--- src/rtl/core/rcfd_pkg.sv ---
// Types, encodings and constants for the RISC-V control-flow decoder.
package rcfd_pkg;

    typedef enum logic [1:0] {
        JK_NONE     = 2'd0,
        JK_BRANCH   = 2'd1,
        JK_DIRECT   = 2'd2,
        JK_REGISTER = 2'd3
    } t_jump_kind;

    typedef enum logic [1:0] {
        AK_NONE = 2'd0,
        AK_AMO  = 2'd1,
        AK_LR   = 2'd2,
        AK_SC   = 2'd3
    } t_atomic_kind;

    // 32-bit opcodes
    localparam logic [6:0] OPC_BRANCH = 7'h63;
    localparam logic [6:0] OPC_JAL    = 7'h6f;
    localparam logic [6:0] OPC_JALR   = 7'h67;
    localparam logic [6:0] OPC_AUIPC  = 7'h17;
    localparam logic [6:0] OPC_AMO    = 7'h2f;

    // Atomic funct5 codes
    localparam logic [4:0] F5_LR = 5'b00010;
    localparam logic [4:0] F5_SC = 5'b00011;

    // Compressed masks and matches
    localparam logic [15:0] CMASK_TOP = 16'he003;
    localparam logic [15:0] CMASK_CR  = 16'hf003;
    localparam logic [15:0] C_BEQZ    = 16'hc001;
    localparam logic [15:0] C_BNEZ    = 16'he001;
    localparam logic [15:0] C_J       = 16'ha001;
    localparam logic [15:0] C_JAL     = 16'h2001;
    localparam logic [15:0] C_JR      = 16'h8002;
    localparam logic [15:0] C_JALR    = 16'h9002;

    localparam logic [1:0] LOW_FULL   = 2'b11;
    localparam logic [4:0] REG_ZERO   = 5'd0;
    localparam logic [4:0] REG_RA     = 5'd1;
    localparam logic [4:0] CREG_BASE  = 5'd8;
    localparam logic [2:0] COND_BEQ   = 3'd0;
    localparam logic [2:0] COND_BNE   = 3'd1;

    typedef struct packed {
        t_jump_kind   jump_kind;
        logic         is_compressed;
        logic         is_call;
        logic [4:0]   link_reg;
        logic [2:0]   branch_cond;
        logic [4:0]   reg_a;
        logic [4:0]   reg_b;
        logic [31:0]  offset;
        logic [63:0]  target;
        logic         target_valid;
        t_atomic_kind atomic_kind;
        logic         is_auipc;
    } t_decode;

endpackage

--- src/rtl/core/riscv_control_flow_decoder.sv ---
// Top level of the RISC-V branch, jump, auipc and atomic decoder.
// The decoder takes one instruction word and its pc per cycle while o_stall is
// low and returns one decoded word per input word. An accepted word is held in
// an input register, classified and its pc-relative target formed in the
// following cycle, and the result lands in an output register: o_valid rises
// when the word moves from the input register into the output register, and a
// new word can be accepted every cycle while o_stall is low. The
// critical path is the field extraction feeding one 64-bit adder (pc plus
// sign-extended offset) between the two registers. Compressed words (low two
// bits not 11) are decoded from bits 15:0 only. c.beqz/c.bnez, c.j/c.jal and
// c.jr/c.jalr are recognized; c.jr/c.jalr need rs2 zero and rs1 nonzero.
// Fields that do not apply to the word's class read as zero. o_stall follows
// i_stall through the two stages, so a full pipe backs up in the same cycle
// without losing a word.
module riscv_control_flow_decoder
    import rcfd_pkg::*;
(
    input  logic               i_clk,
    input  logic               i_rst_n,
    // input channel
    input  logic               i_valid,
    output logic               o_stall,
    input  logic [31:0]        i_insn,
    input  logic [63:0]        i_pc,
    // result channel
    output logic               o_valid,
    input  logic               i_stall,
    output logic [1:0]         o_jump_kind,
    output logic               o_is_compressed,
    output logic               o_is_call,
    output logic [4:0]         o_link_reg,
    output logic [2:0]         o_branch_cond,
    output logic [4:0]         o_reg_a,
    output logic [4:0]         o_reg_b,
    output logic signed [31:0] o_offset,
    output logic [63:0]        o_target,
    output logic               o_target_valid,
    output logic [1:0]         o_atomic_kind,
    output logic               o_is_auipc
);

    logic        r_in_valid;
    logic [31:0] r_insn;
    logic [63:0] r_pc;
    logic        r_out_valid;
    t_decode     r_res;
    t_decode     n_res;

    logic        out_load;
    logic        in_load;

    logic [15:0] cw;
    logic [15:0] c_top;
    logic [15:0] c_cr;
    logic [6:0]  opc;

    // Advance the output stage when it is empty or its word is being taken;
    // advance the input stage when it is empty or its word moves on.
    assign out_load = !r_out_valid || !i_stall;
    assign in_load  = !r_in_valid || out_load;
    assign o_stall  = !in_load;

    always_ff @(posedge i_clk) begin
        if (!i_rst_n) begin
            r_in_valid <= 1'b0;
        end else if (in_load) begin
            r_in_valid <= i_valid;
        end
    end

    // Hold the captured word while the next stage is blocked.
    always_ff @(posedge i_clk) begin
        if (in_load && i_valid) begin
            r_insn <= i_insn;
            r_pc   <= i_pc;
        end
    end

    assign cw    = r_insn[15:0];
    assign c_top = cw & CMASK_TOP;
    assign c_cr  = cw & CMASK_CR;
    assign opc   = r_insn[6:0];

    // Decode: every field defaults to zero and is filled per class.
    always_comb begin
        n_res               = '0;
        n_res.jump_kind     = JK_NONE;
        n_res.atomic_kind   = AK_NONE;
        n_res.is_compressed = (r_insn[1:0] != LOW_FULL);

        if (n_res.is_compressed) begin
            unique case (c_top) inside
                C_BEQZ, C_BNEZ: begin
                    n_res.jump_kind   = JK_BRANCH;
                    n_res.branch_cond = (c_top == C_BNEZ) ? COND_BNE : COND_BEQ;
                    // rs1' selects x8..x15
                    n_res.reg_a       = CREG_BASE + {2'b00, cw[9:7]};
                    n_res.offset      = {{23{cw[12]}}, cw[12], cw[6:5], cw[2],
                                         cw[11:10], cw[4:3], 1'b0};
                end
                C_J, C_JAL: begin
                    n_res.jump_kind = JK_DIRECT;
                    n_res.link_reg  = (c_top == C_JAL) ? REG_RA : REG_ZERO;
                    n_res.offset    = {{20{cw[12]}}, cw[12], cw[8], cw[10:9], cw[6],
                                       cw[7], cw[2], cw[11], cw[5:3], 1'b0};
                end
                default: begin
                    // c.jr / c.jalr: rs2 must be zero and rs1 nonzero
                    if ((c_cr == C_JR || c_cr == C_JALR) && cw[6:2] == REG_ZERO
                        && cw[11:7] != REG_ZERO) begin
                        n_res.jump_kind = JK_REGISTER;
                        n_res.link_reg  = (c_cr == C_JALR) ? REG_RA : REG_ZERO;
                        n_res.reg_a     = cw[11:7];
                    end
                end
            endcase
        end else begin
            unique case (opc)
                OPC_BRANCH: begin
                    n_res.jump_kind   = JK_BRANCH;
                    n_res.branch_cond = r_insn[14:12];
                    n_res.reg_a       = r_insn[19:15];
                    n_res.reg_b       = r_insn[24:20];
                    n_res.offset      = {{19{r_insn[31]}}, r_insn[31], r_insn[7],
                                         r_insn[30:25], r_insn[11:8], 1'b0};
                end
                OPC_JAL: begin
                    n_res.jump_kind = JK_DIRECT;
                    n_res.link_reg  = r_insn[11:7];
                    n_res.offset    = {{11{r_insn[31]}}, r_insn[31], r_insn[19:12],
                                       r_insn[20], r_insn[30:21], 1'b0};
                end
                OPC_JALR: begin
                    n_res.jump_kind = JK_REGISTER;
                    n_res.link_reg  = r_insn[11:7];
                    n_res.reg_a     = r_insn[19:15];
                    n_res.offset    = {{20{r_insn[31]}}, r_insn[31:20]};
                end
                OPC_AUIPC: begin
                    n_res.is_auipc = 1'b1;
                    n_res.reg_a    = r_insn[11:7];
                    n_res.offset   = {r_insn[31:12], 12'h000};
                end
                OPC_AMO: begin
                    if (r_insn[31:27] == F5_LR) begin
                        n_res.atomic_kind = AK_LR;
                    end else if (r_insn[31:27] == F5_SC) begin
                        n_res.atomic_kind = AK_SC;
                    end else begin
                        n_res.atomic_kind = AK_AMO;
                    end
                end
                default: begin
                end
            endcase
        end

        // pc-relative target for branches and direct jumps only
        if (n_res.jump_kind == JK_BRANCH || n_res.jump_kind == JK_DIRECT) begin
            n_res.target_valid = 1'b1;
            n_res.target       = r_pc + {{32{n_res.offset[31]}}, n_res.offset};
        end

        n_res.is_call = (n_res.jump_kind == JK_DIRECT || n_res.jump_kind == JK_REGISTER)
                        && n_res.link_reg == REG_RA;
    end

    always_ff @(posedge i_clk) begin
        if (!i_rst_n) begin
            r_out_valid <= 1'b0;
        end else if (out_load) begin
            r_out_valid <= r_in_valid;
        end
    end

    // Hold the result word while the consumer stalls.
    always_ff @(posedge i_clk) begin
        if (out_load && r_in_valid) begin
            r_res <= n_res;
        end
    end

    assign o_valid         = r_out_valid;
    assign o_jump_kind     = r_res.jump_kind;
    assign o_is_compressed = r_res.is_compressed;
    assign o_is_call       = r_res.is_call;
    assign o_link_reg      = r_res.link_reg;
    assign o_branch_cond   = r_res.branch_cond;
    assign o_reg_a         = r_res.reg_a;
    assign o_reg_b         = r_res.reg_b;
    assign o_offset        = $signed(r_res.offset);
    assign o_target        = r_res.target;
    assign o_target_valid  = r_res.target_valid;
    assign o_atomic_kind   = r_res.atomic_kind;
    assign o_is_auipc      = r_res.is_auipc;

endmodule

--- config.mk ---
export PLATFORM = sky130hd
export DESIGN_NAME = riscv_control_flow_decoder
export DESIGN_NICKNAME = d
export VERILOG_FILES = /design/src/rtl/core/rcfd_pkg.sv /design/src/rtl/core/riscv_control_flow_decoder.sv
export SDC_FILE = /design/constraint.sdc
export NUM_CORES = 1
export LEC_CHECK = 0
export BUFFER_PORTS_ARGS = -buffer_cell sky130_fd_sc_hd__buf_2
export CORE_ASPECT_RATIO = 0.8
export CORE_MARGIN = 2
export CORE_UTILIZATION = 45
export DETAILED_ROUTE_END_ITERATION = 6
export PLACE_DENSITY_LB_ADDON = 0.3
export SLEW_MARGIN = 10
export SYNTH_ARGS = -nofsm -noshare
export SYNTH_HDL_FRONTEND = slang
export SYNTH_SLANG_ARGS = --single-unit
--- constraint.sdc ---
create_clock -name i_clk -period 15.4 [get_ports i_clk]
set_input_delay 1.54 -clock i_clk [delete_from_list [all_inputs] [get_ports i_clk]]
set_output_delay 1.54 -clock i_clk [all_outputs]
set_load 0.05 [all_outputs]
==> out/metrics.cfg, run 1 <==
[outcome]
status=completed

[synthesis]
synth.area.top_cells=edfxtp_1, ha_1, a21oi_1
syn_inst=995
synth_nets=1161
ys_async_sr_fraction_pct=0
yosysSeqAreaShare_pct=57.1
yosysTopAreaCellShare_pct=56.7
ys_warn_count=0
synth_seq_cells=220
post-synth-top-area-cell=edfxtp_1
ys.flop_type=edfxtp_1
synth-edff-count=218
synth_area_per_cell_sq_um=11.6
synth_cell_types=73
synth_area_sq_mm=0.0115

[clock_network]
post-cts-setup-buffers=0
path_clk_slew_ns=0.06
hold_buffers=0
clock_path_buffers=3
root_buffer=clkbuf_16
numCtsBuffers=24
cts_resized=0
clk_latency_ns=0.52
cts_sinks=220
h-tree-depth=1
cts_tree=built

[grt]
grt_pass1_vias=8231
overflow=0
antenna_found_initial=0
track_usage_pct=22.2
grt_pass1_wl_microns=46100
grt_max_degree=71

[route]
via_count=8721
drc_errors=0
ant_nets=0
first_iter_violations=783
wl_microns=30300
viasPerCell=5.62
wl_per_cell_microns=19.5
firstDrtPassIters=5

[sta]
period_share_pct=35.4
worst_pin_slew_ns=0.974
hold_viol_final=0
setup_tns_ns=0
slew_headroom_pct=34.2
rsz0062_at_grt=no
setup_violations=0
fin_skew_ns=0.0152
max_freq_ghz=0.183
period_minus_slack_ns=5.46
final_max_slew_viol_count=0

[power]
irDropWorstVdd_mv=0.0822
cellPowerDensity_mw_per_mm2=112
power.leakage_nw=5.71

[hold_path]
hold_end=o_valid
hold_start=r_in_valid
hp-class=reg -> reg
hold_depth=2

[place]
dpl-instance-area_sq_mm=0.0130
port_buffers=223
gp_congestion=0.906
hpwl_microns=22400

[die]
chipHeight_microns=147
pin_count=224
coreArea_sq_mm=0.0252
start_util_pct=45.7
die_x_microns=183
die_area_sq_mm=0.0270
row_count=52

[worst_setup_path]
critical_path_class=reg -> reg
timing.rr.end=o_target[57]
r2r_start=r_insn[14]
rrSetupSlack_ns=9.94
worstPathArrival_ns=5.72
start_kind=flip-flop
cp.required_ns=15.67
critPathMaxFanout=34
worst-r2r-cell-count=15
endpoint_kind=flip-flop

[finish]
fin_area_sq_mm=0.0138
num_antenna_cells=0
drive_above_1_share_pct=23.0
num-fill-cells=2232
final_nets=1377
area_delta_synth_final_pct=19.2

[job]
cap_violations=0

-- metal layers --
| layer | share of wire [%] | GRT usage (%) |
|---|---|---|
| met5 | 0 | 0 |
| met4 | 2.2 | 5.40 |
| met3 | 8.3 | 4.76 |
| met2 | 42 | 32.8 |
| met1 | 47 | 33.3 |
-- through the flow --
step                      power (W)  instances  util, %  hold WS, ns  setup slack (ns)
after floorplan            0.000914        995        -        0.466              4.25
after global placement     0.000980       1509     51.4        0.493             10.18
after detailed placement   0.000980       1509     51.4        0.508             10.05
after CTS                   0.00155       1552     54.5        0.525             10.02
after global routing        0.00160       1552     54.5        0.577              9.44
final                       0.00154       1552     54.5        0.520              9.94
-- critical path, stage by stage, from the launching register on --
cell,delay [ns]
edfxtp_1,0.45
nor4bb_1,0.86
or2_2,0.33
a22o_1,0.45
a21o_1,0.13
buf_4,0.36
ha_1,0.34
and4_1,0.28
nand3_1,0.10
or2_2,0.33
nor4_1,0.26
o41ai_1,0.17
and2_1,0.23
o21ai_0,0.56
a21oi_1,0.17
mux2i_1,0.15
-- kinds of logic after synthesis --
logic type,share of synthesized area (%)
mux,0.607
xor+xnor,3.64
simple gates,12.6
fa+ha+maj,7.22
buf+inv,2.32
flops,57.1
compound gates,16.6
-- synthesized netlist by cell type (all sizes together), types with 15 or more instances --
| cell type | count |
|---|---|
| xnor2 | 25 |
| clkbuf | 37 |
| o21bai | 15 |
| ha | 65 |
| nand4 | 21 |
| nand2 | 81 |
| o21ai | 47 |
| inv | 30 |
| and2 | 22 |
| nor2 | 88 |
| edfxtp | 218 |
| xor2 | 23 |
| a21o | 47 |
| a21oi | 88 |
-- final cells by class --
class | instances | area (sq um) | share of cell area, %
sequential | 220 | 6590 | 47.8
multi-input combinational | 705 | 4710 | 34.2
timing repair buffer | 230 | 1170 | 8.49
clock buffer | 29 | 641 | 4.65
tap | 324 | 405 | 2.94
clock inverter | 14 | 138 | 1.00
inverter | 30 | 113 | 0.818
-- cells in the final DEF (no fill, tap or decap), types with 8 or more instances in the layout --
cell,Yosys,routed
a21o_1,46,46
a21oi_1,88,88
a22o_1,8,8
a31oi_1,10,10
and2_1,22,22
buf_2,3,223
clkbuf_16,0,25
clkinv_1,0,8
edfxtp_1,218,218
ha_1,65,65
inv_1,29,29
nand2_1,81,81
nand2b_1,13,13
nand3_1,9,9
nand4_1,21,21
nor2_1,88,88
nor3_1,14,14
o21a_1,11,11
o21ai_0,43,43
o21bai_1,15,15
xnor2_1,25,25
xor2_1,23,23
-- how the worst max path moves through the flow --
stage | from | endpoint | cells after the start | slack [ns]
after floorplan | i_stall | o_atomic_kind[0] | 1 | 4.25
after global placement | r_insn[14] | o_target[61] | 15 | 10.18
after detailed placement | r_insn[14] | o_target[61] | 15 | 10.05
after CTS | r_insn[14] | o_target[59] | 15 | 10.02
after global routing | r_insn[14] | o_target[57] | 15 | 9.44
final | r_insn[14] | o_target[57] | 15 | 9.94
-- where the power goes --
group	switching (W)	leakage [nW]	total [W]	internal [W]
Combinational	0.000179	3.27	0.000254	0.0000755
Clock	0.000227	0.376	0.000571	0.000344
Sequential	0.0000182	2.07	0.000717	0.000699
No activity file was read; power rests on OpenSTA's default activity.
==> run 2: changes to the inputs <==
clock period = 4.85 ns   (was 15.4 ns; I/O delays follow)
==> run 2 against run 1 <==
First-iteration DRC count decreased by 4.0%. Largest cell class unchanged. Global-route usage increased by 0.20 points. Flip-flop and latch count unchanged.
==> out/metrics.cfg, run 2 (synthesis gave the netlist of run 1 again) <==
[outcome]
status=completed  ; unchanged

[worst_setup_path]
cp_slowest_cell=edfxtp_1  ; was nor4bb_1
worstPathArrival_ns=4.93  ; was 5.72 ns
cp.required_ns=5.21  ; was 15.67 ns
endpoint_kind=flip-flop  ; unchanged
start_kind=flip-flop  ; unchanged
cp_slowest_stage_delay_ns=0.48  ; was 0.86 ns
critPathMaxFanout=8  ; was 34
critical_path_class=reg -> reg  ; unchanged
crit_chain=and4b_2 > or2_2 > a222oi_1 > inv_1 > ha_1 > a211o_1 > a31oi_2 > or4_4 > a2111oi_4 > o21ai_2 > a2111oi_4 > o21ai_2 > a211o_1 > o211ai_2  ; was nor4bb_1 > or2_2 > a22o_1 > a21o_1 > buf_4 > ha_1 > and4_1 > nand3_1 > or2_2 > nor4_1 > o41ai_1 > and2_1 > o21ai_0 > a21oi_1 > mux2i_1

[place]
port_buffers=223  ; unchanged
dp.cells=1521  ; was 1509
gp_congestion=0.928  ; was 0.906
hpwl_microns=23000  ; was 22400 microns

[sta]
final_max_slew_viol_count=0  ; unchanged
period_share_pct=94.3  ; was 35.4%
rsz0062_at_grt=no  ; unchanged
fin_skew_ns=0.00936  ; was 0.0152 ns
max_freq_ghz=0.219  ; was 0.183 GHz
setup_tns_ns=0  ; unchanged
period_minus_slack_ns=4.57  ; was 5.46 ns
worst_pin_slew_ns=0.728  ; was 0.974 ns
hold_viol_final=0  ; unchanged
setup_violations=0  ; unchanged
slew_headroom_pct=51.4  ; was 34.2%

[die]
start_util_pct=45.7  ; unchanged
die_x_microns=183  ; unchanged
row_count=52  ; unchanged
coreArea_sq_mm=0.0252  ; unchanged
pin_count=224  ; unchanged
chipHeight_microns=147  ; unchanged
die_area_sq_mm=0.0270  ; unchanged

[grt]
antenna_found_initial=0  ; unchanged
overflow=0  ; unchanged
track_usage_pct=22.4  ; was 22.2%
grt_pass1_wl_microns=46900  ; was 46100 microns
grt_max_degree=123  ; was 71
grt_pass1_vias=8398  ; was 8231

[power]
power.leakage_nw=5.81  ; was 5.71 nW
cellPowerDensity_mw_per_mm2=359  ; was 112 mW/mm^2
irDropWorstVdd_mv=0.259  ; was 0.0822 mV

[clock_network]
root_buffer=clkbuf_16  ; unchanged
clk_latency_ns=0.52  ; about the same
cts_tree=built  ; unchanged
cts_resized=0  ; unchanged
numCtsBuffers=24  ; unchanged
hold_buffers=0  ; unchanged
cts_sinks=220  ; unchanged
h-tree-depth=1  ; unchanged
clock_path_buffers=3  ; unchanged
path_clk_slew_ns=0.06  ; about the same
post-cts-setup-buffers=0  ; unchanged

[hold_path]
hp-class=in -> reg  ; was reg -> reg

[finish]
layout_common_cells=buf_2, edfxtp_1, a21oi_1, nor2_1, nand2_1  ; was buf_2, edfxtp_1, nor2_1, a21oi_1, nand2_1
drive_above_1_share_pct=24.7  ; was 23.0%
final_common_cell=buf_2  ; unchanged
num_antenna_cells=0  ; unchanged
final_nets=1389  ; was 1377
finish.utilization_pct=55.4  ; was 54.5%
final_cells=1565  ; was 1552
area_delta_synth_final_pct=21.1  ; was 19.2%

[job]
cap_violations=0  ; unchanged

[route]
first_iter_violations=752  ; was 783
firstDrtPassIters=5  ; unchanged
drc_errors=0  ; unchanged
wl_per_cell_microns=19.7  ; was 19.5 microns
wl_microns=30900  ; was 30300 microns
ant_nets=0  ; unchanged
via_count=8854  ; was 8721
viasPerCell=5.66  ; was 5.62

run 2: power by group:
part / internal, W / switching (W) / total, W / leakage, nW
Combinational: 0.000250 / 0.000574 / 0.000824 / 3.34
Sequential: 0.00222 / 0.0000598 / 0.00228 / 2.07
Clock: 0.00118 / 0.000739 / 0.00192 / 0.401
Total: 0.00365 / 0.00137 / 0.00502 / 5.81
run 2: area by class of cell:
class	count	area [sq um]
fillers	2164	11300
flip-flops and latches	220	6590
multi-input cells	705	4760
repair buffers	242	1280
clock buffers	29	619
well taps	324	405
clock inverters	15	211
inverters	30	113
run 2: critical path, delay by kind of cell (launching register included):
kind                       cells  cell delay, ns
DFF                            1            0.48
buffers and inverters          1            0.12
adders and majority gates      1            0.32
and+or+nand+nor                3            1.19
AOI/OAI and AO/OA              9            2.29
run 2: final timing paths:
kind	slack, ns	depth (start not counted)	startpoint	endpoint
worst max-delay path	0.28	14	r_insn[14]	o_target[63]
worst min-delay path	0.13	1	i_insn[26]	r_insn[26]
worst max register to register	0.28	14	r_insn[14]	o_target[63]
worst min register to register	0.52	2	r_in_valid	o_valid
run 2: per-stage QoR:
| step | hold WS (ns) | area [sq um] | total power (W) | worst slack [ns] |
|---|---|---|---|---|
| 2_1_floorplan | 0.465 | 11500 | 0.00289 | 0.315 |
| 3_3_place_gp | 0.494 | 13100 | 0.00313 | 0.258 |
| 3_5_place_dp | 0.513 | 13100 | 0.00313 | 0.195 |
| 4_1_cts | 0.119 | 13900 | 0.00505 | 0.163 |
| 5_1_grt | 0.117 | 14000 | 0.00520 | 0.00512 |
| 6_report | 0.135 | 14000 | 0.00502 | 0.278 |
run 2: metal layers:
| layer | vias up | routed length, microns | GRT usage [%] |
|---|---|---|---|
| met2 | 372 | 13100 | 33.2 |
| li1 | 4226 | - | - |
| met3 | 42 | 2500 | 4.78 |
| met5 | - | 0 | 0 |
| met1 | 4214 | 14600 | 33.5 |
| met4 | 0 | 688 | 5.28 |
==> run 3: changes to the inputs <==
CELL_PAD_IN_SITES_DETAIL_PLACEMENT = 1   (was unset)
CELL_PAD_IN_SITES_GLOBAL_PLACEMENT = 2   (was unset)
CORE_UTILIZATION = 36   (was 45)
clock period = 4.5 ns   (was 4.85 ns; I/O delays follow)
==> run 3 against run 2 <==
Via count grew 2.2%. Clock-buffer cell count is 1 higher. Clock power is 8% higher. Cell area rose by 4.5%. Global-route usage down 0.44 points. Highest routed layer unchanged.
==> out/metrics.cfg, run 3 (synthesis gave the netlist of run 1 again) <==
[grt]
track_usage_pct=21.9  ; was 22.4%
grt_pass1_vias=9300  ; was 8398
grt_max_degree=69  ; was 123
overflow=0  ; unchanged
antenna_found_initial=0  ; unchanged
grt_pass1_wl_microns=55800  ; was 46900 microns

[clock_network]
hold_buffers=0  ; unchanged
cts_sinks=220  ; unchanged
numCtsBuffers=25  ; was 24
clk_latency_ns=0.53  ; was 0.52 ns
clock_path_buffers=3  ; unchanged
path_clk_slew_ns=0.06  ; about the same
root_buffer=clkbuf_16  ; unchanged
post-cts-setup-buffers=0  ; unchanged
cts_tree=built  ; unchanged
h-tree-depth=1  ; unchanged

[finish]
final_nets=1449  ; was 1389
drive_above_1_share_pct=29.1  ; was 24.7%
layout_common_cells=buf_2, edfxtp_1, nor2_1, a21oi_1, nand2_1  ; was buf_2, edfxtp_1, a21oi_1, nor2_1, nand2_1
fin_area_sq_mm=0.0146  ; was 0.0140 sq mm
area_delta_synth_final_pct=26.5  ; was 21.1%
num_antenna_cells=0  ; unchanged
final_common_cell=buf_2  ; unchanged

[route]
viasPerCell=5.26  ; was 5.66
wl_per_cell_microns=21.5  ; was 19.7 microns
firstDrtPassIters=5  ; unchanged
ant_nets=0  ; unchanged
first_iter_violations=486  ; was 752
drc_errors=0  ; unchanged
wl_microns=37000  ; was 30900 microns
via_count=9048  ; was 8854

[sta]
hold_viol_final=0  ; unchanged
final_max_slew_viol_count=0  ; unchanged
whs_ns=0.0871  ; was 0.135 ns
slew_headroom_pct=33.5  ; was 51.4%
period_share_pct=95.9  ; was 94.3%
period_minus_slack_ns=4.31  ; was 4.57 ns
fin_skew_ns=0.00928  ; was 0.00936 ns
worst_pin_slew_ns=0.998  ; was 0.728 ns
setup_violations=0  ; unchanged
max_freq_ghz=0.232  ; was 0.219 GHz

[place]
hpwl_microns=28700  ; was 23000 microns
port_buffers=223  ; unchanged
dpl-instance-area_sq_mm=0.0137  ; was 0.0131 sq mm
gp_congestion=0.872  ; was 0.928

[worst_setup_path]
rrSetupSlack_ns=0.19  ; was 0.28 ns
path_delay_family=compound AO/OA/AOI/OAI gates  ; unchanged
start_kind=flip-flop  ; unchanged
endpoint_kind=flip-flop  ; unchanged
timing.rr.end=o_target[56]  ; was o_target[63]
worstPathArrival_ns=4.58  ; was 4.93 ns
crit_chain=and4b_1 > or2_2 > a22o_1 > buf_4 > a21o_1 > ha_1 > buf_4 > a21o_1 > a21o_1 > a21oi_2 > and3_1 > nand3_1 > and2_1 > a211oi_2 > buf_4 > o21bai_1 > mux2i_1  ; was and4b_2 > or2_2 > a222oi_1 > inv_1 > ha_1 > a211o_1 > a31oi_2 > or4_4 > a2111oi_4 > o21ai_2 > a2111oi_4 > o21ai_2 > a211o_1 > o211ai_2
cp_slowest_stage_delay_ns=0.45  ; was 0.48 ns
r2r_start=r_insn[14]  ; unchanged
cp.required_ns=4.77  ; was 5.21 ns
critical_path_class=reg -> reg  ; unchanged
critPathBufInv=3  ; was 1
worst-r2r-cell-count=17  ; was 14
cp_slowest_cell=edfxtp_1  ; unchanged
critPathMaxFanout=11  ; was 8

[die]
pin_count=224  ; unchanged
coreArea_sq_mm=0.0315  ; was 0.0252 sq mm
chipHeight_microns=164  ; was 147 microns
die_area_sq_mm=0.0335  ; was 0.0270 sq mm
row_count=58  ; was 52
start_util_pct=36.7  ; was 45.7%
die_x_microns=204  ; was 183 microns

[hold_path]
hp-class=in -> reg  ; unchanged
hold_depth=1  ; unchanged
hold_start=i_pc[31]  ; was i_insn[26]
hold_end=r_pc[31]  ; was r_insn[26]

[power]
cellPowerDensity_mw_per_mm2=377  ; was 359 mW/mm^2
irDropWorstVdd_mv=0.248  ; was 0.259 mV
power.leakage_nw=6.12  ; was 5.81 nW

[outcome]
status=completed  ; unchanged

[job]
cap_violations=0  ; unchanged

## run 3: through the flow
| step | util, % | setup TNS (ns) | cells | power (W) | worst slack, ns |
|---|---|---|---|---|---|
| after floorplan | - | 0 | 995 | 0.00311 | 0.142 |
| after global placement | 43.4 | 0 | 1676 | 0.00345 | 0.135 |
| after detailed placement | 43.4 | -0.0117 | 1676 | 0.00346 | -0.0117 |
| after CTS | 46.0 | 0 | 1720 | 0.00556 | 0.0170 |
| after global routing | 46.4 | -0.00797 | 1720 | 0.00572 | -0.00615 |
| final | 46.4 | 0 | 1720 | 0.00550 | 0.186 |
## run 3: worst max path at each step
stage	from	end	slack, ns	cells after the start
final	r_insn[14]	o_target[56]	0.19	17
after global routing	r_insn[14]	o_target[59]	-0.006	18
after CTS	r_insn[1]	o_target[63]	0.02	16
after detailed placement	r_insn[4]	o_target[59]	-0.01	17
after global placement	r_insn[1]	o_target[59]	0.14	18
after floorplan	r_insn[15]	o_target[57]	0.14	17
## run 3: final cells by class
class	instances	area, sq um
timing repair buffer	301	1720
inverter	30	113
fill	3463	16900
multi-input combinational	705	4840
clock inverter	14	174
tap	420	526
clock buffer	30	644
sequential	220	6590
## run 3: per-layer routing
metal	GRT usage (%)	up-vias	part of all wire, %
met5	0	-	0
met4	3.16	0	1.2
met3	3.31	28	4.9
met2	34.7	207	45
met1	32.4	4480	49
li1	-	4333	-
## run 3: power breakdown
| part | leakage (nW) | total, W | switching [W] | internal, W |
|---|---|---|---|---|
| Combinational | 3.66 | 0.000973 | 0.000661 | 0.000312 |
| Sequential | 2.07 | 0.00245 | 0.0000642 | 0.00239 |
| Clock | 0.395 | 0.00207 | 0.000827 | 0.00125 |
## run 3: timing repair
| item | 4_1_cts | 5_1_grt |
|---|---|---|
| endpoints found under the setup margin | 3 | 23 |
| gates resized for setup | 2 | 27 |
| pin swaps | 0 | 6 |
